`config.mk`:
```
export PLATFORM = sky130hd
export DESIGN_NAME = pc_speaker_tone_mixer
export DESIGN_NICKNAME = d
export VERILOG_FILES = /design/src/hw/rtl/pstm_pkg.sv /design/src/hw/rtl/pstm_mixer.sv /design/src/hw/rtl/pstm_rem_unit.sv /design/src/hw/rtl/pc_speaker_tone_mixer.sv
export SDC_FILE = /design/constraint.sdc
export NUM_CORES = 1
export LEC_CHECK = 0
export ABC_AREA = 1
export BUFFER_PORTS_ARGS = -buffer_cell sky130_fd_sc_hd__buf_2
export CELL_PAD_IN_SITES_DETAIL_PLACEMENT = 2
export CELL_PAD_IN_SITES_GLOBAL_PLACEMENT = 2
export CORE_ASPECT_RATIO = 0.8
export CORE_MARGIN = 2
export CORE_UTILIZATION = 25
export CTS_CLUSTER_SIZE = 28
export DETAILED_ROUTE_END_ITERATION = 8
export PLACE_DENSITY_LB_ADDON = 0.1
export SETUP_SLACK_MARGIN = 0.5
export SLEW_MARGIN = 0
export SYNTH_ARGS = -nofsm -noshare
export SYNTH_HDL_FRONTEND = slang
export SYNTH_SLANG_ARGS = --single-unit
```
`constraint.sdc`:
```
create_clock -name clk -period 4.6 [get_ports clk]
set_input_delay 0.23 -clock clk [delete_from_list [all_inputs] [get_ports clk]]
set_output_delay 0.23 -clock clk [all_outputs]
set_load 0.01 [all_outputs]
```
`src/hw/rtl/pstm_pkg.sv`:
```
// Shared types and constants for the speaker tone mixer.
`timescale 1ns / 1ps

package pstm_pkg;

	// Sample and phase widths
	localparam int SAMPLE_W = 16;
	localparam int BOUND_W  = 32;
	localparam int PHASE_W  = BOUND_W + 1;

	// Phase advance per frame: twice the timer input clock
	localparam logic [PHASE_W-1:0] PHASE_STEP = 33'd2386364;

	// High level of the square tone
	localparam int LEVEL_W = 15;
	localparam logic [LEVEL_W-1:0] TONE_HIGH = 15'd24575;

	// One remainder step per dividend bit
	localparam int REM_STEPS = PHASE_W;
	localparam int REM_CNT_W = $clog2(REM_STEPS + 1);

	// Configuration register indexes
	typedef enum logic [1:0] {
		CFG_SPK_EN = 2'd0,
		CFG_STEREO = 2'd1,
		CFG_BOUND  = 2'd2
	} cfg_idx_t;

	// Sequencer states
	typedef enum logic {
		ST_IDLE,
		ST_MOD
	} state_t;

	// Request into the remainder unit
	typedef struct packed {
		logic               start;
		logic [PHASE_W-1:0] dividend;
		logic [BOUND_W-1:0] divisor;
	} rem_req_t;

	// Status out of the remainder unit
	typedef struct packed {
		logic               busy;
		logic               done;
		logic [BOUND_W-1:0] remainder;
	} rem_sts_t;

endpackage

```
`src/hw/rtl/pstm_mixer.sv`:
```
// Mixes the square tone level into one stereo frame.
`timescale 1ns / 1ps

module pstm_mixer (
	input  logic                           enable,
	input  logic                           stereo,
	input  logic                           level_hi,
	input  logic [pstm_pkg::SAMPLE_W-1:0]  left_in,
	input  logic [pstm_pkg::SAMPLE_W-1:0]  right_in,
	output logic [pstm_pkg::SAMPLE_W-1:0]  left_out,
	output logic [pstm_pkg::SAMPLE_W-1:0]  right_out
);
	import pstm_pkg::*;

	logic [LEVEL_W-1:0]  level;
	logic [SAMPLE_W:0]   sum_l, sum_r;
	logic [SAMPLE_W:0]   adj_l, adj_r;

	assign level = level_hi ? TONE_HIGH : '0;

	// Signed sum, then halve toward zero: add one before the shift when negative
	assign sum_l = {left_in[SAMPLE_W-1], left_in}
		+ {{(SAMPLE_W + 1 - LEVEL_W){1'b0}}, level};
	assign sum_r = {right_in[SAMPLE_W-1], right_in}
		+ {{(SAMPLE_W + 1 - LEVEL_W){1'b0}}, level};
	assign adj_l = sum_l + {{SAMPLE_W{1'b0}}, sum_l[SAMPLE_W]};
	assign adj_r = sum_r + {{SAMPLE_W{1'b0}}, sum_r[SAMPLE_W]};

	// Channel select
	always_comb begin
		left_out  = left_in;
		right_out = right_in;
		if (enable) begin
			left_out = adj_l[SAMPLE_W:1];
			if (stereo) begin
				right_out = adj_r[SAMPLE_W:1];
			end
		end
	end

endmodule

```
`src/hw/rtl/pstm_rem_unit.sv`:
```
// Restoring remainder unit: one dividend bit per cycle through a shared subtractor.
`timescale 1ns / 1ps

module pstm_rem_unit (
	input  logic               clk,
	input  logic               arst_n,
	input  pstm_pkg::rem_req_t req,
	output pstm_pkg::rem_sts_t sts
);
	import pstm_pkg::*;

	logic [REM_CNT_W-1:0] cnt_q;
	logic [PHASE_W-1:0]   dvd_q;
	logic [BOUND_W-1:0]   div_q;
	logic [BOUND_W-1:0]   rem_q;
	logic [PHASE_W-1:0]   trial;
	logic [PHASE_W-1:0]   diff;
	logic                 ge;
	logic [PHASE_W-1:0]   nxt;
	logic                 busy;

	// Shared subtract and compare
	assign trial = {rem_q, dvd_q[PHASE_W-1]};
	assign diff  = trial - {1'b0, div_q};
	assign ge    = trial >= {1'b0, div_q};
	assign nxt   = ge ? diff : trial;
	assign busy  = cnt_q != '0;

	// Step counter
	always_ff @(posedge clk or negedge arst_n) begin
		if (!arst_n) begin
			cnt_q <= '0;
		end else if (req.start) begin
			cnt_q <= REM_CNT_W'(REM_STEPS);
		end else if (busy) begin
			cnt_q <= cnt_q - 1'b1;
		end
	end

	// Datapath
	always_ff @(posedge clk) begin
		if (req.start) begin
			dvd_q <= req.dividend;
			div_q <= req.divisor;
			rem_q <= '0;
		end else if (busy) begin
			dvd_q <= {dvd_q[PHASE_W-2:0], 1'b0};
			rem_q <= nxt[BOUND_W-1:0];
		end
	end

	// Remainder stays below the divisor, so the top bit is always clear
	assign sts.busy      = busy;
	assign sts.done      = cnt_q == REM_CNT_W'(1);
	assign sts.remainder = nxt[BOUND_W-1:0];

endmodule

```
`src/hw/rtl/pc_speaker_tone_mixer.sv`:
```
// Top level: square-wave speaker tone mixed into a stereo sample stream.
// Usage:
//   Slave channel s_* takes one frame per transfer: left and right samples in
//   s_tdata, buffer end marker on s_tlast. Master channel m_* returns one
//   mixed frame per input frame in the same order, marker on m_tlast.
//   Registers are written through cfg_we/cfg_index/cfg_data while idle; any
//   write to a listed register clears the tone phase and level.
// Flow:
//   An accepted frame goes to the hold stage, then to the output register on
//   m_*. The hold stage keeps s_tready low until it drains, so a new frame is
//   not taken before the last one has left it. A frame whose phase passes the
//   bound keeps s_tready low for the 33 steps of the bit-serial remainder
//   unit that reduces the 33-bit phase by the bound; a frame whose phase
//   stays below it, or with the speaker off or a zero bound, skips that unit.
// Reset:
//   arst_n clears the sequencer, both output stages and the tone state;
//   speaker off, stereo on, bound zero.
// Stalls:
//   One result waits on m_*, one more in a hold stage; a third frame is
//   taken only after the hold stage drains into the output register.
`timescale 1ns / 1ps

module pc_speaker_tone_mixer (
	input  logic        clk,
	input  logic        arst_n,
	// Configuration write port
	input  logic        cfg_we,
	input  logic [1:0]  cfg_index,
	input  logic [31:0] cfg_data,
	// Input frames
	input  logic        s_tvalid,
	output logic        s_tready,
	input  logic [31:0] s_tdata,  // [15:0] left_in, [31:16] right_in
	input  logic        s_tlast,  // block_end_in
	// Output frames
	output logic        m_tvalid,
	input  logic        m_tready,
	output logic [31:0] m_tdata,  // [15:0] left_out, [31:16] right_out
	output logic        m_tlast   // block_end_out
);
	import pstm_pkg::*;

	state_t              state_q, state_d;
	logic                spk_en_q, stereo_q;
	logic [BOUND_W-1:0]  bound_q;
	logic [PHASE_W-1:0]  phase_q;
	logic                level_q;
	logic                s_accept;
	logic                step_on;
	logic [PHASE_W-1:0]  phase_sum;
	logic                wrap;
	logic                cfg_hit;
	rem_req_t            rem_req;
	rem_sts_t            rem_sts;
	logic [SAMPLE_W-1:0] mix_l, mix_r;
	logic                hold_vld_q;
	logic [SAMPLE_W-1:0] hold_l_q, hold_r_q;
	logic                hold_last_q;
	logic                out_vld_q;
	logic [SAMPLE_W-1:0] out_l_q, out_r_q;
	logic                out_last_q;
	logic                move;

	assign s_tready = (state_q == ST_IDLE) && !hold_vld_q;
	assign s_accept = s_tvalid && s_tready;

	// Phase advance and wrap detect
	assign step_on   = spk_en_q && (bound_q != '0);
	assign phase_sum = phase_q + PHASE_STEP;
	assign wrap      = phase_sum >= {1'b0, bound_q};

	// Remainder request
	assign rem_req.start    = s_accept && step_on && wrap;
	assign rem_req.dividend = phase_sum;
	assign rem_req.divisor  = bound_q;

	pstm_rem_unit u_rem (
		.clk    (clk),
		.arst_n (arst_n),
		.req    (rem_req),
		.sts    (rem_sts)
	);

	pstm_mixer u_mix (
		.enable    (spk_en_q),
		.stereo    (stereo_q),
		.level_hi  (level_q),
		.left_in   (s_tdata[SAMPLE_W-1:0]),
		.right_in  (s_tdata[2*SAMPLE_W-1:SAMPLE_W]),
		.left_out  (mix_l),
		.right_out (mix_r)
	);

	// Sequencer state register
	always_ff @(posedge clk or negedge arst_n) begin
		if (!arst_n) begin
			state_q <= ST_IDLE;
		end else begin
			state_q <= state_d;
		end
	end

	// Next state
	always_comb begin
		state_d = state_q;
		unique case (state_q)
			ST_IDLE: begin
				if (rem_req.start) begin
					state_d = ST_MOD;
				end
			end
			ST_MOD: begin
				if (rem_sts.done) begin
					state_d = ST_IDLE;
				end
			end
			default: state_d = ST_IDLE;
		endcase
	end

	// Register index decode
	always_comb begin
		cfg_hit = 1'b0;
		unique case (cfg_index)
			CFG_SPK_EN, CFG_STEREO, CFG_BOUND: cfg_hit = cfg_we;
			default: cfg_hit = 1'b0;
		endcase
	end

	// Configuration registers
	always_ff @(posedge clk or negedge arst_n) begin
		if (!arst_n) begin
			spk_en_q <= 1'b0;
			stereo_q <= 1'b1;
			bound_q  <= '0;
		end else if (cfg_we) begin
			case (cfg_index)
				CFG_SPK_EN: spk_en_q <= cfg_data[0];
				CFG_STEREO: stereo_q <= cfg_data[0];
				CFG_BOUND:  bound_q  <= cfg_data[BOUND_W-1:0];
				default: ;
			endcase
		end
	end

	// Tone phase and level
	always_ff @(posedge clk or negedge arst_n) begin
		if (!arst_n) begin
			phase_q <= '0;
			level_q <= 1'b0;
		end else if (cfg_hit) begin
			phase_q <= '0;
			level_q <= 1'b0;
		end else if (s_accept && step_on) begin
			if (wrap) begin
				level_q <= !level_q;
			end else begin
				phase_q <= phase_sum;
			end
		end else if (state_q == ST_MOD && rem_sts.done) begin
			phase_q <= {1'b0, rem_sts.remainder};
		end
	end

	// Hold stage and output register
	assign move = hold_vld_q && (!out_vld_q || m_tready);

	always_ff @(posedge clk or negedge arst_n) begin
		if (!arst_n) begin
			hold_vld_q <= 1'b0;
			out_vld_q  <= 1'b0;
		end else begin
			if (s_accept) begin
				hold_vld_q <= 1'b1;
			end else if (move) begin
				hold_vld_q <= 1'b0;
			end
			if (move) begin
				out_vld_q <= 1'b1;
			end else if (m_tready) begin
				out_vld_q <= 1'b0;
			end
		end
	end

	always_ff @(posedge clk) begin
		if (s_accept) begin
			hold_l_q    <= mix_l;
			hold_r_q    <= mix_r;
			hold_last_q <= s_tlast;
		end
		if (move) begin
			out_l_q    <= hold_l_q;
			out_r_q    <= hold_r_q;
			out_last_q <= hold_last_q;
		end
	end

	assign m_tvalid = out_vld_q;
	assign m_tdata  = {out_r_q, out_l_q};
	assign m_tlast  = out_last_q;

`ifndef SYNTH
	// Idle phase always sits below a nonzero bound
	a_phase_below_bound: assert property (@(posedge clk) disable iff (!arst_n)
		(state_q == ST_IDLE && bound_q != '0) |-> (phase_q < {1'b0, bound_q}))
		else $error("phase count not below bound while idle");

	// The remainder unit only runs during the reduction state
	a_rem_in_mod: assert property (@(posedge clk) disable iff (!arst_n)
		rem_sts.busy |-> (state_q == ST_MOD))
		else $error("remainder unit busy outside reduction state");

	// A new frame never lands on an occupied hold stage
	a_hold_free: assert property (@(posedge clk) disable iff (!arst_n)
		s_accept |-> !hold_vld_q)
		else $error("hold stage overwritten");
`endif

endmodule

```
==> results, run 1 <==
- The run finished with clean final reports.
- The clock tree from TritonCTS is yes.
- No sink is reached through more buffers than the 3 on the longest clock path.
- The data arrival time at the worst-slack endpoint is between 4 and 5 ns.
- The maximum number of pins on one net before global-route repair is 65.
- The detailed router finished its first iteration with 601 violations.
- The tree is rooted in a sky130_fd_sc_hd__clkbuf_16.
- Among the stages of the critical path, the cell type that occurs most often is sky130_fd_sc_hd__buf_4.
- Hold timing on the final database bottoms out at a slack of 0.0259 ns.
- For this run, the slowest stage of the critical path takes 0.41 ns.
- The total met2 wirelength after detailed routing is 31400 um.
- CTS built an H-tree with a depth of 1.
- By area the synthesized netlist is led by sky130_fd_sc_hd__edfxtp_1 24%, sky130_fd_sc_hd__nand2_1 15%, sky130_fd_sc_hd__dfrtp_1 12%, sky130_fd_sc_hd__ha_1 7.5%, sky130_fd_sc_hd__nand3_1 7.1%.
- The number of placed instances, taps included, is 3137.
- The clock net sink count is 240.
- Synthesis inferred 240 register bits.
- The critical-path cell with the highest stage delay is sky130_fd_sc_hd__dfrtp_1.
- The die covers 66800 um2.
- The kind of critical path is reg -> reg.
- The area of the mapped netlist is 16200 um2.
- Synthesis handed over a netlist of 2192 instances.
- Summed over all layers, the routed wires come to around 68000 um.
- By count the netlist is led by 660 x sky130_fd_sc_hd__nand2_1, 262 x sky130_fd_sc_hd__inv_1, 229 x sky130_fd_sc_hd__nand3_1.
- The area fraction in compound gates after synthesis is 9.01%.
- The count of buffers added on input and output ports is roughly 110.
- The via density per instance is about 4.8.
- Among all flip-flop cells after synthesis, the most frequent one is sky130_fd_sc_hd__edfxtp_1.
- The number of antenna violations at the first check in global routing is 1.
- In this run the remaining antenna-violating nets after routing total 0.
- The area share of xor/xnor cells in the synthesized design is 3.08%.
- The number of failing hold endpoints at the final stage came to 0.
- In the finished design, the share of the clock period the worst path needs comes to 86.4%.
- The count of filler cells inserted in the layout is 7418.
- Setup repair after global routing could not meet its margin everywhere.
- The floorplan core area is 64100 um2.
- The type of element capturing the critical path is a flip-flop.
- The number of flops mapped to enable cells by yosys is 131.
- The post-layout minimum cycle time is 3.98 ns.
- The worst hold path passes through 3 cells.
- The flip-flop and latch area is 6510 um2.
- Headroom to the max-slew limit came out at 30.1%.
- The pre-antenna-repair detailed-routing pass consisted of 4 iterations.
- The worst setup path is launched from a flip-flop.
- The global-route usage over all layers is 19.8%.
- The routability congestion estimate is ~0.85.
- The first global-routing pass estimated 102000 um of wire.
- The count of yosys warnings during synthesis is 0.
- The number of global-route vias before repair is approximately 17000.
- The data required time of the worst path is 5.05 ns.
- Clock tree synthesis inserted a total of 28 buffers.
- The die outline width is between 200 and 300 um.
- The area fraction in and, or, nand and nor cells after synthesis is 31.8%.
- For the pin with the worst max-slew slack, the measured transition is 1.04 ns.
- Adding up every negative setup slack in the final design gives 0 ns.
- The most common cell in the synthesized netlist is sky130_fd_sc_hd__nand2_1.
- The detailed router placed between 15000 and 20000 vias in this run.
- The detailed-routing wirelength on met1 is approximately 33000 um.
- The count of final max-slew check failures is 0.
- The number of nets in the synthesized netlist is 2364.
- The area growth from synthesis to final layout is 25.5%.
- The unique cell type count in the Yosys netlist is 49.
- The die is between 200 and 250 um tall.
- The largest family of logic cells by synthesized area is simple AND/OR/NAND/NOR gates.
- The non-filler instance count after layout is around 3300.
- The adder-cell area share of the yosys netlist is under 10%.
- In the synthesized netlist, mux cells make up 0.0619% of the area.
- Clock-pin slew was measured on the worst setup and hold paths at ~0.07 ns.
- The max-cap check violation count is 0.
- The power density relative to cell area is 661 nW/um2.
- Cells fill 31.7% of the core in the end.
- The number of core rows is 83.
- The area share of the leading cell type in the synthesized netlist is 24.3%.
- The slack of the critical path is 0.624 ns.
- The total area of multi-input combinational cells is around 9000 um2.
- The number of nets in the final layout is ~2600.
- The register area share after synthesis is 40.2%.
- Along the worst path, the maximum fanout reaches 3.
- The minimum setup slack among reg-to-reg paths is 0.62 ns.
- The worst hold-check path type is in -> reg.
- The number of cells on the worst reg-to-reg path is 31.
- The top achievable clock speed is 252 MHz.
- The top-level I/O count is roughly 110.
- The proportion of layout cells with a drive suffix above 1 is 14.1%.
- The worst-case IR drop observed on VDD is 0.000272 V.
- Once the floorplan was initialized, standard cells occupied about a quarter of the core.
- The highest metal layer carrying signal wires in the routed design is met4.
- For this run the aggregate overflow at the end of global routing stands at 0.
- The count of final setup violators is 0.
- The clock network latency to the later pin of the worst-skew pair is 0.57 ns.
- The biggest area contributor in the post-synthesis netlist is sky130_fd_sc_hd__edfxtp_1.
- The synthesized area divided by synthesized cell count is 7.38 um2.
- The worst-case clock skew is 0.0223 ns.
- The DRC violations left is 0.
- Before CTS, the worst setup slack after placement is -0.0700 ns.
- The reported leakage power is 9.60 nW.
- The HPWL after detailed placement is 51900 um.
- The met3 routed wirelength is roughly 1800 um.
- After detailed routing, the average wire length per cell comes to 20.5 um.
- The post-synthesis async set-or-reset flop share is 32.1%.
report_power, final:
| part | internal [mW] | leakage [nW] | total, mW | switching [mW] |
|---|---|---|---|---|
| registers | 2.96 | 2.40 | 3.43 | 0.471 |
| logic | 2.66 | 6.76 | 7.73 | 5.07 |
| clock network | 1.25 | 0.436 | 2.26 | 1.01 |
registers in the layout (all words and copies together), names as in the netlist, 6 cells and up:
register	flops
u_rem.div_q	32
bound_q	32
phase_q	33
u_rem.dvd_q	33
hold_r_q	16
u_rem.rem_q	32
out_r_q	16
u_rem.cnt_q	6
out_l_q	16
hold_l_q	16
cell usage in the layout, fill, tap and decap left out, types with 15 or more instances in the layout:
| master | count |
|---|---|
| sky130_fd_sc_hd__xnor2_1 | 20 |
| sky130_fd_sc_hd__nand3b_1 | 38 |
| sky130_fd_sc_hd__nand3_1 | 225 |
| sky130_fd_sc_hd__nand2_1 | 642 |
| sky130_fd_sc_hd__xor2_1 | 32 |
| sky130_fd_sc_hd__edfxtp_1 | 131 |
| sky130_fd_sc_hd__o21ai_1 | 23 |
| sky130_fd_sc_hd__ha_1 | 95 |
| sky130_fd_sc_hd__o21ai_0 | 64 |
| sky130_fd_sc_hd__inv_1 | 258 |
| sky130_fd_sc_hd__a21oi_1 | 149 |
| sky130_fd_sc_hd__nand4_1 | 27 |
| sky130_fd_sc_hd__nand2_2 | 15 |
| sky130_fd_sc_hd__nor3_1 | 19 |
| sky130_fd_sc_hd__clkbuf_16 | 35 |
| sky130_fd_sc_hd__dfxtp_1 | 32 |
| sky130_fd_sc_hd__dfrtp_1 | 71 |
| sky130_fd_sc_hd__nor2_1 | 165 |
| sky130_fd_sc_hd__buf_2 | 105 |
| sky130_fd_sc_hd__buf_4 | 76 |
| sky130_fd_sc_hd__dlygate4sd3_1 | 54 |
cell type report:
cell class                      instances  share of cell area (%)
Timing Repair Buffer                  254                    10.0
Multi-Input combinational cell       1628                    43.1
Clock buffer                           33                    3.74
Inverter                              269                    4.97
Sequential cell                       240                    32.1
Tap cell                              850                    5.24
Antenna cell                            2                  0.0247
Clock inverter                         19                   0.801
layer usage:
layer	up-vias	track usage, %
li1	7697	-
met1	7827	27.9
met2	191	33.0
met3	51	2.18
met4	0	3.19
met5	-	0
cells by family (layout without fill, tap and decap cells):
kind of cell             count (synthesis)  in the layout
AND/OR/NAND/NOR                       1197           1197
flip-flops                             240            240
buffers and inverters                  324            575
multiplexers                             1              1
other                                    0              2
adder cells (fa/ha/maj)                100            100
XOR/XNOR                                56             56
AO/OA/AOI/OAI                          274            274
worst paths after layout:
check	startpoint	to
max in group asynchronous	arst_n	stereo_q
setup reg to reg	phase_q[4]	phase_q[20]
setup / recovery	phase_q[4]	phase_q[20]
hold / removal	s_tdata[1]	hold_l_q[1]
hold reg to reg	hold_l_q[2]	out_l_q[2]
min in group asynchronous	arst_n	bound_q[28]
repair_timing:
item,4_1_cts,5_1_grt
pin swaps,5,12
endpoints found under the hold margin,97,0
gates resized for setup,26,69
cloned,1,8
hold buffers,54,0
setup buffers,23,18
setup endpoints to repair,177,175
through the flow:
| stage | power, mW | cell area, um2 |
|---|---|---|
| floorplan | 8.05 | 16200 |
| global placement | 10.5 | 17900 |
| detailed placement | 10.7 | 17900 |
| CTS | 13.3 | 19700 |
| global route | 14.7 | 20300 |
| finish | 13.4 | 20300 |
worst max-delay path, delay by kind of cell, from the launching register on:
family	cells	cell delay (ns)
simple gates	11	0.93
flops	1	0.41
compound gates	1	0.08
xor+xnor	1	0.23
buf+inv	18	2.20
(Power assumes the default switching activity.)
==> run 2: changes to the inputs <==
- CORE_UTILIZATION: 25 -> 36
==> results, run 2 (synthesis gave the netlist of run 1 again) <==
- The worst hold-check path type is in -> reg.
- Setup repair after global routing could not meet its margin everywhere.
- The library cell used most frequently in the layout, excluding fill and tap cells, is sky130_fd_sc_hd__nand2_1.
- The floorplan core area is 44400 um2 (-31%).
- The reported leakage power was 9.33 nW (-2.8%).
- The number of buffers inserted during clock tree synthesis is 27 (-3.6%).
- The area of the die came to 46600 um2 (-30%).
- The highest metal layer with signal wires is met4.
- The number of buffers between clock root and the deepest sink is 3 (unchanged).
- The worst hold margin is 0.0113 ns (-0.0147 ns).
- In the final layout, the registers with the most flip-flops are phase_q: 33 flops, u_rem.dvd_q: 33 flops.
- The slew of the pin with the lowest slew margin is 0.958 ns (-0.0804 ns).
- The clock tree from TritonCTS is yes.
- The post-place setup slack was -0.00762 ns (+0.0624 ns).
- The residual antenna-violating net count after detailed routing is 0 (unchanged).
- The top cell types in the final layout, fill and taps aside, are 642 x sky130_fd_sc_hd__nand2_1, 261 x sky130_fd_sc_hd__inv_1, 225 x sky130_fd_sc_hd__nand3_1.
- The via density per instance is 5.39 (+13%).
- The number of nets in the final layout is 2539 (-2.1%).
- The design internal power was 6.86 mW (-0.13%).
- The number of input and output port buffers inserted was 106 (unchanged).
- The switching power as a share of total power is 49.1% (+0.24 points).
- The switching power came to 6.61 mW (+0.84%).
- The power share of the clock group is 18.1% (+1.3 points).
- The delay of the slowest cell on the worst path was 0.41 ns (about the same).
- The number of detailed-routing iterations run before antenna repair is 5 (+1).
- The data required time of the worst path is 4.87 ns (-0.18 ns).
- The slack of the critical path is 0.580 ns (-0.0443 ns).
- The data arrival time at the worst-slack endpoint was 4.29 ns (-0.14 ns).
- The detailed placer's ending HPWL came to 49300 um (-4.9%).
- The number of antenna violations at the first check in global routing was 0 (-1).
- The non-filler instance count after layout is 2990 (-9.3%).
- The proportion of layout cells with a drive suffix above 1 was 12.4% (-1.7 points).
- The top-level I/O count is 107 (unchanged).
- The die outline width is 241 um (-16%).
- The met3 routed wirelength is 2580 um (+43%).
- The clock network latency to the later pin of the worst-skew pair is 0.56 ns (about the same).
- The launch point of the worst reg-to-reg path is phase_q[2].
- The maximum number of pins on one net before global-route repair came to 65 (unchanged).
- The number of DRC violations after detailed-routing iteration 0 is 812 (+35%).
- The worst setup path is launched from a flip-flop.
- The count of final setup violators is 0 (unchanged).
- The critical path in this run is classified as reg -> reg.
- The highest ir drop seen on vdd is 0.000290 V (+6.5%).
- The number of failing hold endpoints at the final stage is 0 (unchanged).
- The global-route wire length before repair is 102000 um (about the same).
- The critical hold path startpoint is cfg_data[28].
- The tree is rooted in a sky130_fd_sc_hd__clkbuf_16.
- The number of placed instances with taps included is 2875 (-8.4%).
- The count of vias placed by the detailed router came to 16100 (+2.3%).
- The total grt overflow came to 0 (unchanged).
- The detailed-routing wirelength on met1 came to 29600 um (-11%).
- The total inserted antenna cells is 0 (-2).
- The dominant cell type by count on the critical path is sky130_fd_sc_hd__nand2_1.
- The power density relative to cell area is 693 nW/um2 (+4.7%).
- The number of H-tree levels came to 1 (unchanged).
- The count of filler cells inserted in the layout is 5214 (-30%).
- The total met2 wirelength after detailed routing was 33300 um (+6.1%).
- The worst reg2reg path depth is 26 (-16%).
- The minimum setup slack among reg-to-reg paths is 0.58 ns (-0.04 ns).
- The total negative slack is 0 ns (unchanged).
- The number of core rows is 69 (-17%).
- The number of global-route vias before repair is 17700 (+4.0%).
- The count of final max-slew check failures is 0 (unchanged).
- The type of element capturing the critical path is a flip-flop.
- The clock-pin transition on the worst setup and hold timing paths is 0.07 ns (about the same).
- The clock net sink count is 240 (unchanged).
- The combinational share of power is 56.3% (-1.3 points).
- The flow ran to the end, and the final reports show no timing, DRC or antenna violations.
- The die span in y is 194 um (-16%).
- The portion of the clock cycle consumed by the worst path in the final layout is 87.4% (+0.96 points).
- The global-route usage over all layers is 28.2% (+8.4 points).
- The endpoint identified for the worst register-to-register timing path is u_rem.div_q[19].
- The DRC violations left was 0 (unchanged).
- The max-slew headroom at the worst pin came to 36.0% (+5.9 points).
- The max-cap check violation count is 0 (unchanged).
- The top achievable clock speed is 249 MHz (-1.1%).
- The overall power after layout is 13.5 mW (+0.34%).
- The post-layout minimum cycle time was 4.02 ns (+0.0443 ns).
- The effective utilization at floorplan came to 36.4% (+11 points).
- The cell depth of the worst hold path is 3 (unchanged).
- For hold timing, the worst endpoint is bound_q[28].
- The worst-case clock skew is 0.0234 ns (+0.00103 ns).
- The sum of routed wire length over all layers came to 67800 um (+0.36%).
- From synthesis to final layout, the design area changed by 20.3%.
- The critical-path cell with the highest stage delay is sky130_fd_sc_hd__dfrtp_1.
- The average routed wire per standard cell was 22.7 um (+11%).
- The routability congestion estimate came to 0.904 (+6.4%).
- The peak fanout along the critical path is 8 (+5).
- The sequential share of power is 25.6% (about the same).
-- run 2: cell types whose count changed in the layout (fill, tap and decap cells not counted), sizes merged --
cell         change
bufinv           +5
clkinv           -6
clkinvlp         -6
inv              +2
buf             -37
clkbuf           -1
dlygate4sd3     -13
diode            -2
-- run 2: power by group through the flow --
| stage | Clock [mW] | Combinational (mW) | Sequential, mW |
|---|---|---|---|
| floorplan | 0 | 4.73 | 3.31 |
| global placement | 0 | 6.69 | 3.41 |
| detailed placement | 0 | 7.05 | 3.45 |
| CTS | 2.45 | 7.25 | 3.42 |
| global route | 2.54 | 8.46 | 3.51 |
| finish | 2.44 | 7.58 | 3.45 |
-- run 2: worst max path at each step --
stage | cells past startpoint | endpoint | startpoint | slack (ns)
floorplan | 25 | u_rem.dvd_q[0] | phase_q[4] | 0.55
global placement | 27 | u_rem.dvd_q[31] | phase_q[2] | 0.13
detailed placement | 27 | u_rem.dvd_q[31] | phase_q[2] | -0.008
CTS | 27 | u_rem.dvd_q[2] | phase_q[2] | 0.50
global route | 28 | u_rem.div_q[23] | phase_q[2] | 0.39
finish | 26 | u_rem.div_q[19] | phase_q[2] | 0.58
-- run 2: timing repair --
| action | in CTS | in global routing |
|---|---|---|
| cloned | 1 | 5 |
| hold buffers | 41 | 0 |
| setup endpoints to repair | 171 | 171 |
| pin swaps | 1 | 11 |
| hold endpoints to repair | 82 | 0 |
| resized for setup | 20 | 71 |
| buffers inserted | 1 | 18 |
-- run 2: metrics by stage --
stage               instance area (um2)  util [%]
finish                            19400      43.8
global route                      19400      43.8
CTS                               18900      42.7
detailed placement                17500      39.4
global placement                  17500      39.4
floorplan                         16200         -
-- run 2: worst max-delay path, delay by kind of cell (launching register included) --
family | cells | cell delay (ns)
buffers and inverters | 4 | 0.57
adder cells (fa/ha/maj) | 2 | 0.48
AO/OA/AOI/OAI | 2 | 0.39
AND/OR/NAND/NOR | 17 | 1.72
flip-flops | 1 | 0.41
XOR/XNOR | 1 | 0.17
-- run 2: cell type report --
type	count	area (um2)	area share (%)
sequential	240	6510	33.5
multi-input combinational	1628	8700	44.7
clock buffer	35	736	3.78
timing repair buffer	201	1520	7.82
clock inverter	14	220	1.13
tap	603	754	3.88
inverter	269	1010	5.19
-- run 2: per-layer routing --
layer  vias up  global-route usage [%]
li1       7579                       -
met5         -                       0
met1      8146                    36.1
met3        90                    3.97
met4         0                    8.21
met2       306                    49.1
==> run 3: changes to the inputs <==
- CAP_MARGIN: unset -> 20
- PLACE_DENSITY_LB_ADDON: 0.1 -> 0.2
==> results, run 3 (synthesis gave the netlist of run 1 again) <==
- The top-level I/O count was 107 (unchanged).
- The global-route wire length before repair is 104000 um (+1.6%).
- The design area is 19600 um2 (+0.71%).
- The count of vias placed by the detailed router was 16200 (+0.19%).
- The highest ir drop seen on vdd is 0.000304 V (+4.8%).
- The number of antenna violations at the first check in global routing was 2 (+2).
- The number of nets in the final layout is 2554 (+0.59%).
- Setup repair after global routing could not meet its margin everywhere.
- The post-route core utilization came to 44.1% (+0.31 points).
- The effective utilization at floorplan is 36.4% (unchanged).
- The via density per instance is 5.37 (-0.38%).
- The non-filler instance count after layout was 3007 (+0.57%).
- The area of the die came to 46600 um2 (unchanged).
- The average routed wire per standard cell is 23.1 um (+1.7%).
- The number of global-route vias before repair was 17700 (+0.42%).
- The kind of critical path is reg -> reg.
- The delay of the slowest cell on the worst path is 0.46 ns (+0.05 ns).
- The number of input and output port buffers inserted came to 106 (unchanged).
- The clock network latency to the later pin of the worst-skew pair came to 0.58 ns (+0.02 ns).
- The design internal power was 6.95 mW (+1.2%).
- In this run the clock root is driven by a sky130_fd_sc_hd__clkbuf_16.
- The detailed placer's ending HPWL is 49100 um (-0.39%).
- In the layout the commonest cells are 646 x sky130_fd_sc_hd__nand2_1, 262 x sky130_fd_sc_hd__inv_1, 225 x sky130_fd_sc_hd__nand3_1.
- The floorplan core area was 44400 um2 (unchanged).
- The most heavily used metal layer in global routing is met2.
- The number of buffers inserted during clock tree synthesis was 27 (unchanged).
- The worst-case clock skew was 0.0268 ns (+0.00341 ns).
- The data arrival time at the worst-slack endpoint is 4.25 ns (-0.04 ns).
- The flow ran to the end, and the final reports show no timing, DRC or antenna violations.
- The count of final setup violators is 0 (unchanged).
- The maximum number of pins on one net before global-route repair is 65 (unchanged).
- The largest registers in the layout are phase_q: 33 flops, u_rem.dvd_q: 33 flops.
- The clock net sink count is 240 (unchanged).
- The residual antenna-violating net count after detailed routing is 0 (unchanged).
- Counting stages on the worst path, the most repeated cell is sky130_fd_sc_hd__nand2_1.
- The worst hold margin is 0.0260 ns (+0.0147 ns).
- The worst setup path is launched from a flip-flop.
- The switching power is 6.69 mW (+1.2%).
- The reported leakage power is 9.41 nW (+0.85%).
- The data required time of the worst path is 4.91 ns (+0.04 ns).
- The number of buffers between clock root and the deepest sink is 3 (unchanged).
- The count of final max-slew check failures is 0 (unchanged).
- The critical-path cell with the highest stage delay is sky130_fd_sc_hd__dfrtp_2.
- The area growth from synthesis to final layout is 21.1%.
- The power density relative to cell area is 696 nW/um2 (+0.49%).
- The number of core rows came to 69 (unchanged).
- The die outline width is 241 um (unchanged).
- The clock-pin transition on the worst setup and hold timing paths is 0.06 ns (about the same).
- The slew of the pin with the lowest slew margin came to 0.930 ns (-0.0278 ns).
- The max-slew headroom at the worst pin is 37.4% (+1.3 points).
- The post-layout minimum cycle time is 3.94 ns (-0.0779 ns).
- The power share of the clock group is 18.2% (about the same).
- TritonCTS built the clock tree.
- The routability congestion estimate is 0.909 (+0.59%).
- The number of detailed-routing iterations run before antenna repair is 5 (unchanged).
- The total grt overflow is 0 (unchanged).
- The worst hold-check path type is in -> reg.
- The proportion of layout cells with a drive suffix above 1 is 12.2% (-0.25 points).
- The number of DRC violations after detailed-routing iteration 0 was 942 (+16%).
- The number of placed instances with taps included came to 2876 (+0.035%).
- The met2 global-route usage is 49.4% (+0.28 points).
- The met3 global-route usage is 3.62% (-0.34 points).
- The slack of the critical path is 0.658 ns (+0.0779 ns).
- The number of failing hold endpoints at the final stage is 0 (unchanged).
- The post-place setup slack is -0.0627 ns (-0.0551 ns).
- The switching power as a share of total power is 49.0% (about the same).
- The DRC violations left was 0 (unchanged).
- The sequential share of power was 25.4% (-0.2 points).
- The sum of routed wire length over all layers is 69400 um (+2.3%).
- The routing usage on met1 is 37.3% (+1.2 points).
- The most common cell after layout, fill and taps aside is sky130_fd_sc_hd__nand2_1.
- The portion of the clock cycle consumed by the worst path in the final layout is 85.7% (-1.7 points).
- The global-route usage over all layers is 28.7% (+0.51 points).
- The die span in y is 194 um (unchanged).
- The max-cap check violation count was 0 (unchanged).
- The top achievable clock speed came to 254 MHz (+2.0%).
- The number of H-tree levels is 1 (unchanged).
- The combinational share of power is 56.4% (about the same).
- The type of element capturing the critical path is a flip-flop.
- The instance area at placement came to 17500 um2 (about the same).
- The peak fanout along the critical path came to 15 (+7).
==> run 3: cell types whose count changed in the layout (fill, tap and decap cells not counted), moves of 3 or more <==
cell,before,now
sky130_fd_sc_hd__nand2_1,642,646
sky130_fd_sc_hd__nor2_1,164,168
sky130_fd_sc_hd__clkinv_1,4,1
sky130_fd_sc_hd__clkbuf_8,3,0
sky130_fd_sc_hd__dlygate4sd3_1,41,50
sky130_fd_sc_hd__clkinvlp_4,0,3
sky130_fd_sc_hd__buf_4,39,46
sky130_fd_sc_hd__dfrtp_2,4,1
sky130_fd_sc_hd__nand2_4,6,3
==> run 3: worst paths after layout <==
check | slack (ns) | from | to | depth (start not counted)
worst min register to register | 0.43 | hold_r_q[6] | out_r_q[6] | 0
max in group asynchronous | 3.15 | arst_n | level_q | 3
worst max register to register | 0.66 | phase_q[4] | u_rem.dvd_q[9] | 26
worst min-delay path | 0.03 | cfg_we | spk_en_q | 3
worst max-delay path | 0.66 | phase_q[4] | u_rem.dvd_q[9] | 26
min in group asynchronous | 0.23 | arst_n | bound_q[28] | 2
==> run 3: what timing repair did <==
action,4_1_cts,5_1_grt
endpoints found under the hold margin,76,0
pin swaps,3,14
resized for setup,21,49
gates cloned,2,6
buffers inserted,2,20
setup endpoints to repair,172,175
hold buffers,50,0
==> run 3: area by class of cell <==
type / count / area [um2]
Multi-Input combinational cell: 1628 / 8670
Timing Repair Buffer: 216 / 1670
Sequential cell: 240 / 6510
Inverter: 269 / 1010
Clock inverter: 16 / 267
Antenna cell: 1 / 2.50
Tap cell: 603 / 754
Clock buffer: 34 / 702
Fill cell: 5100 / 24800
==> run 3: worst max-delay path: cells and delay by family, from the launching register on <==
kind,cells,cell delay (ns)
buf+inv,2,0.29
compound gates,3,0.34
simple gates,19,2.03
fa+ha+maj,1,0.32
flops,1,0.46
xor+xnor,1,0.23
==> run 3: per-layer routing <==
metal  wire [um]  up-vias  part of all wire (%)
met1       30800     8140                    44
li1            -     7607                     -
met2       34000      301                    49
met3        2350      103                   3.4
met5           0        -                     0
met4        2250        0                   3.2
==> run 3: metrics by stage <==
stage / power, mW / setup TNS (ns)
final: 13.6 / 0
after global routing: 14.7 / 0
after CTS: 13.2 / 0
after detailed placement: 10.5 / -2.00
after global placement: 10.1 / 0
after floorplan: 8.05 / 0
==> run 3: power by group through the flow <==
stage | clock network [mW] | logic [mW] | registers [mW]
2_1_floorplan | 0 | 4.73 | 3.31
3_3_place_gp | 0 | 6.64 | 3.43
3_5_place_dp | 0 | 7.06 | 3.46
4_1_cts | 2.49 | 7.31 | 3.44
5_1_grt | 2.58 | 8.57 | 3.52
6_report | 2.48 | 7.69 | 3.46
